## src/hw/rtl/lpst_ram.sv

```systemverilog
// ----------------------------------------------------------------------------
// lpst_ram
// Simple dual-port synchronous RAM, one write and one read port, registered
// read data.
// ----------------------------------------------------------------------------
module lpst_ram #(
    parameter int DEPTH = 16,
    parameter int WIDTH = 8
) (
    input  logic                     clk,
    input  logic                     we,
    input  logic [$clog2(DEPTH)-1:0] waddr,
    input  logic [WIDTH-1:0]         wdata,
    input  logic                     re,
    input  logic [$clog2(DEPTH)-1:0] raddr,
    output logic [WIDTH-1:0]         rdata
);

    logic [WIDTH-1:0] mem [DEPTH];
    logic [WIDTH-1:0] rdata_reg;

    always_ff @(posedge clk)
    begin
        if (we)
        begin
            mem[waddr] <= wdata;
        end
    end

    always_ff @(posedge clk)
    begin
        if (re)
        begin
            rdata_reg <= mem[raddr];
        end
    end

    assign rdata = rdata_reg;

endmodule

```

## config.mk

```make
export PLATFORM = sky130hd
export DESIGN_NAME = lpst_ram
export DESIGN_NICKNAME = d
export VERILOG_FILES = /design/src/hw/rtl/lpst_ram.sv
export SDC_FILE = /design/constraint.sdc
export NUM_CORES = 1
export LEC_CHECK = 0
export BUFFER_PORTS_ARGS = -buffer_cell sky130_fd_sc_hd__buf_2
export CORE_MARGIN = 1
export CORE_UTILIZATION = 55
export DETAILED_ROUTE_END_ITERATION = 8
export MAX_ROUTING_LAYER = met4
export PLACE_DENSITY = 0.72
export SLEW_MARGIN = 20
export SYNTH_ARGS = -nofsm -noshare
export SYNTH_HDL_FRONTEND = slang
export SYNTH_SLANG_ARGS = --single-unit
```

## constraint.sdc

```tcl
create_clock -name clk -period 3.6 [get_ports clk]
set_input_delay 0 -clock clk [delete_from_list [all_inputs] [get_ports clk]]
set_output_delay 0 -clock clk [all_outputs]
set_load 0.03 [all_outputs]
```

Word-level counts from Yosys, hierarchy flattened:

Memories as Yosys holds them, arrays and structs flattened. A register that Yosys moved wholly into a read port is not among the register bits.
Index checks and enable logic that the tools add are counted.

* register bits: 0
* bits in latches: 0
* bits in writable memories: 128
* ROM bits: 0
* bits of input ports: 19
* logic and storage cells: 3
* memories kept: 1

Memory list
* mem: words 16, bits a word 8, rd ports 1, clocked after memory_dff 1, write ports 1, RTL line 19 `logic [WIDTH-1:0] mem [DEPTH];`

* add/subtract/negate cells: 0
* multipliers: 0
* div/mod/pow operators: 0
* order comparisons: 0
* eq/ne operators: 0
* shift operators: 0
* mux-type cells: 2
* bitwise operators: 0
* reduce and logical (&&, ||, !) cells: 0

Operators with widths (count)
* two-way mux 1 bit: 2

Logic depth before layout (Yosys ltp):

Gate-level depths: netlist of run 1.

* depth after elaboration: 2
* depth in mapped cells: 5

Worst setup path before layout of run 1:

Ideal clock, no wire load.

* kind: input port to flip-flop
* start: input port waddr[2]
* end: memory mem[0][0] (enable)
* setup time: 0.383 ns
* arrival time: 1.110 ns
* required time: 3.217 ns
* path slack: 2.107 ns
* cell stages on the path: 2
* buffers on the path: 0
* cells stage by stage: or3b_2 -> nor3_1

RTL lines
* start, declared: RTL line 12 `input logic [$clog2(DEPTH)-1:0] waddr,`
* end, declared: RTL line 19

No word-level cell before the write port.

==> results of run 1 <==
## layout make-up
class / instances / area, sq um
Clock inverter: 13 / 228
Clock buffer: 18 / 418
Sequential cell: 136 / 4080
Fill cell: 586 / 3040
Multi-Input combinational cell: 83 / 1060
Timing Repair Buffer: 39 / 250
Tap cell: 129 / 161
## routing by layer
| layer | vias up | global-route usage (%) | wire, microns |
|---|---|---|---|
| met5 | - | - | 0 |
| met4 | 0 | 7.81 | 115 |
| met3 | 10 | 5.13 | 545 |
| met2 | 95 | 33.2 | 4720 |
| met1 | 1257 | 30.0 | 4090 |
| li1 | 1083 | - | - |
## worst max-delay path: cells and delay by family
family,cells,cell delay [ns]
buffers and inverters,1,0.78
muxes,1,0.68
AOI/OAI and AO/OA,1,0.26
and+or+nand+nor,1,0.09
## metrics by stage
stage,hold slack (ns),util (%)
after detailed placement,0.375,59.1
after global routing,0.0448,67.1
after CTS,0.0248,67.1
final,0.0524,67.1
after floorplan,0.0989,-
after global placement,0.388,59.1
## kinds of logic (layout without fill, tap and decap cells)
logic type / Yosys count / in the layout / share of synthesized area [%]
compound gates: 16 / 16 / 2.30
flops: 136 / 136 / 78.1
mux: 32 / 32 / 14.8
simple gates: 35 / 35 / 3.14
buf+inv: 10 / 70 / 1.65
## report_power, final
group / internal, mW / total [mW] / switching [mW]
sequential: 1.78 / 1.79 / 0.00972
combinational: 0.0687 / 0.172 / 0.103
clock: 1.26 / 1.87 / 0.613
## path summary, 6_finish.rpt
path,startpoint,cells after the start,slack (ns),endpoint
max,raddr[0],4,2.01,rdata[4]
min,waddr[0],3,0.05,mem[0][6]
max reg2reg,mem[9][4],3,2.11,rdata[4]
min reg2reg,mem[8][1],3,0.76,rdata[1]
## placed cells by master, fill, tap and decap left out, types with 6 or more instances in the layout
cell type / count
buf_2: 26
edfxtp_1: 136
mux4_2: 18
nor2_1: 13
bufinv_16: 6
dlygate4sd3_1: 9
nand2_1: 9
a22oi_1: 16
clkbuf_16: 16
mux4_1: 14
## timing repair
item / in CTS / in global routing
hold buffers: 9 / 0
hold endpoints to repair: 136 / 0
endpoints found under the setup margin: 0 / 0
==> metrics.txt, run 1 <==
status finished, final reports clean; first-pass GRT wire length 14600 microns; area share of the largest cell type after synthesis about 78%; hold crit path type input pin to register; Seq/Total Area, Yosys roughly four fifths; initial antenna violation count 0; die width 99.5 microns; post-DP HPWL 5740 microns; top post-synthesis cells by area edfxtp_1 (78%), mux4_2 (7.8%), mux4_1 (7.0%), a22oi_1 (2.3%), nor2_1 (0.93%); grt ovf 0; setup bufs post-CTS 0; number of flip-flops in the largest register around 130; CTS Buf Count 17; Worst-path clk slew 0.06 ns; antenna cells 0; Crit. End Element register; area leader, netlist edfxtp_1; critical path's largest stage delay 0.78 ns; Avg Cell Area, Syn 22.8 sq um; Yosys Warn Count 0; cell with the most instances after synthesis edfxtp_1; Critical Path Source Type input pin; max-cap violations 0; Fmax approximately 0.63 GHz; top_reg_cell synth edfxtp_1; antenna viol nets, final 0; Area growth syn-to-layout 18.6%; Post-synth ARST share 0%; max-slew violations 0; RSZ-0062 raised after global routing no; placed inst area 0.00546 sq mm; Tcrit/Tclk final 44.0%; CP arrival 1.83 ns; router iterations before antenna repair 4; Commonest cells post-synth edfxtp_1 (136), mux4_2 (18), a22oi_1 (16); CTS tree yes; Die Span Y 99.5 microns; Place WS 1.46 ns; core area 0.00924 sq mm; Total Power 3.84 mW; deepest clock path buffer count 2; Pwr Density 619 mW/mm^2; Worst path slowest cell buf_2; Post-synth EDFFs 136; VDD IR max 289 uV; Via density 5.85; Final GP Congestion 0.706; Initial Utilization 56.6%; Cell Rows 35; crit path max fanout 32; Final WS setup 2.01 ns; global-route usage over all layers 22.0%; critical path class input pin to register; nets approximately 300; post-cts resize count 0; synth unique cells 18; Vias roughly 2400; setup tns final 0 ns; Initial DRC Count 181; largest net degree at the start of global routing 33; Remaining DRCs 0; Final setup viols 0; Lkg Pwr 2.08 nW; H-tree depth 4; Final Hold Vio Count 0; input/output buffers 26; non-filler instance count after layout 418; Tmin final 1.59 ns; Ports 27; syn nets 248; Worst EP required around 3.8 ns; Layout Skew 0.00766 ns; Placed Instances 378; CTS root buffer clkbuf_8; total length of routed wires 9480 microns; worst-path cell chain buf_2 -> mux4_1 -> a22oi_1 -> nand2_1; Die ar. approximately 0.01 sq mm; FF+latch count, synth 136; share of layout cells above drive strength 1 26.6%; max_slew headroom 30.1%; Final Cell Area between 0.006 and 0.007 sq mm; worst-margin pin slew 1.05 ns; vias in the first global route ~2500; post-synth design cell area 0.00523 sq mm; clk_lat worst skew 0.50 ns; Synth Instances 229; Routed wire per std cell approximately 23 microns; TritonCTS Sinks 136
(Power assumes the default switching activity.)
==> run 2: changes to the inputs <==
CORE_UTILIZATION = 54   (was 55)
PLACE_DENSITY = 0.73   (was 0.72)
clock period = 1.4 ns   (was 3.6 ns; I/O delays follow)
==> run 2 against run 1 <==
Compared with the run above: register-to-register slack worse by 2.2 ns; the flow now finishes with violations (negative setup slack); highest routed layer unchanged; via count is 4.9% higher; die area grew 1.8%; critical path depth is 1 lower; sequential power rose to 2.6 times the previous value; global-route usage is 1.4 points higher; non-clock buffer count up 22; largest cell class unchanged; combinational power increased to 3.1 times the previous value.
==> metrics.txt, run 2 (synthesis gave the netlist of run 1 again) <==
Initial DRC Count 202; total length of routed wires 10300 microns; Initial Utilization 56.0%; vias in the first global route 2601; share of layout cells above drive strength 1 37.8%; Ports 27; fillcell total 570; Remaining DRCs 0; number of flip-flops in the largest register 128; Final GP Congestion 0.759; H-tree depth 4; antenna viol nets, final 0; met3 GRT Util 4.81%; Placed Instances 400; largest net degree at the start of global routing 17; Worst-path clk slew 0.06 ns; Area growth syn-to-layout 22.6%; busiest layer in global routing met1; Final Hold Vio Count 0; Lkg Pwr around 2.2 nW; worst-path cell chain mux4_2 -> a22oi_2 -> nand2_1; Die Span Y approximately 100 microns; first-pass GRT wire length 15500 microns; Tcrit/Tclk final 104%; Die ar. 0.0101 sq mm; Via density roughly 5.8; Crit. End Element register; Cell Rows 35; core area roughly 0.0093 sq mm; non-filler instance count after layout roughly 440; Final Cell Area 0.00641 sq mm; Pwr Density around 1500 mW/mm^2; status complete, but fails checks; setup tns final -0.189 ns; placed inst area 0.00566 sq mm; setup bufs post-CTS 0; Util after Layout 68.7%; CTS tree yes; TritonCTS Sinks 136; crit path max fanout 1; critical path class register to register; input/output buffers 26; max-slew violations 0; critical path's largest stage delay 0.49 ns; hold path depth 3; Final setup viols 7; hold crit path type input pin to register; CP arrival 1.71 ns; CTS root buffer clkbuf_8; max_slew headroom 68.5%; Worst EP required 1.65 ns; Vias roughly 2600; met2 usage about a third; initial antenna violation count 0; CTS Buf Count 17; clk_lat worst skew between 0.5 and 0.6 ns; die width 100 microns; global-route usage over all layers 23.5%; met1 GRT Util 33.8%; post-DP HPWL ~6100 microns; violations in the final reports negative setup slack; router iterations before antenna repair 5; cell count of the worst reg-to-reg path 3; Fmax 0.688 GHz; max-cap violations 0; Routed wire per std cell between 20 and 25 microns; Worst path slowest cell mux4_2; Final WS setup -0.0538 ns; most frequent cells in the layout edfxtp_1 (136), buf_2 (26), mux4_2 (24), buf_4 (24), clkbuf_16 (16); most common cell after layout, fill and taps aside edfxtp_1; worst-margin pin slew 0.472 ns; Layout Skew 0.00907 ns; Tmin final about 1.5 ns; RSZ-0062 raised after global routing yes; deepest clock path buffer count 2; Critical Path Source Type register; antenna cells 0; Total Power 9.77 mW; grt ovf 0; VDD IR max around 960 uV; nets between 300 and 400
==> run 2: cell types whose count changed in the layout (fill, tap and decap cells not counted), sizes merged <==
cell      before  now
buf           30   52
clkinvlp       0    2
bufinv         6    5
clkinv         7    8
clkbuf        18   17
==> run 2: cell type report <==
| type | instances | area [sq um] | area share [%] |
|---|---|---|---|
| sequential | 136 | 4080 | 63.7 |
| multi-input combinational | 83 | 1100 | 17.2 |
| timing repair buffer | 61 | 440 | 6.87 |
| clock buffer | 17 | 414 | 6.46 |
| clock inverter | 15 | 208 | 3.24 |
| tap | 129 | 161 | 2.52 |
==> run 2: power by group <==
group          internal, mW  switching, mW  total, mW
Clock                  3.04           1.58       4.62
Sequential             4.59         0.0239       4.61
Combinational         0.222          0.310      0.532
==> run 2: path summary, 6_finish.rpt <==
kind / startpoint / to / slack (ns)
setup / recovery: mem[3][5] / rdata[5] / -0.05
hold / removal: waddr[1] / mem[0][2] / 0.05
setup reg to reg: mem[3][5] / rdata[5] / -0.05
hold reg to reg: mem[15][7] / rdata[7] / 0.75
==> run 2: per-layer routing <==
metal	up-vias	share of wire (%)
met5	-	0
met2	127	46
li1	1113	-
met1	1308	45
met4	0	2.2
met3	18	6.2
==> run 2: per-stage QoR <==
stage | hold slack (ns) | setup slack (ns)
floorplan | 0.0989 | 0.0886
global placement | 0.367 | -0.240
detailed placement | 0.368 | -0.238
CTS | 0.0292 | -0.0757
global route | 0.0631 | -0.0975
finish | 0.0512 | -0.0538
==> run 2: repair_timing <==
action / in CTS / in global routing
gates resized for setup: 14 / 4
endpoints found under the setup margin: 8 / 8
pin swaps: 11 / 4
hold endpoints to repair: 136 / 0
hold buffers: 9 / 0
==> run 2: critical path: cells and delay by family (launching register included) <==
kind	cells	cell delay, ns
compound gates	1	0.23
flops	1	0.37
mux	1	0.49
simple gates	1	0.11
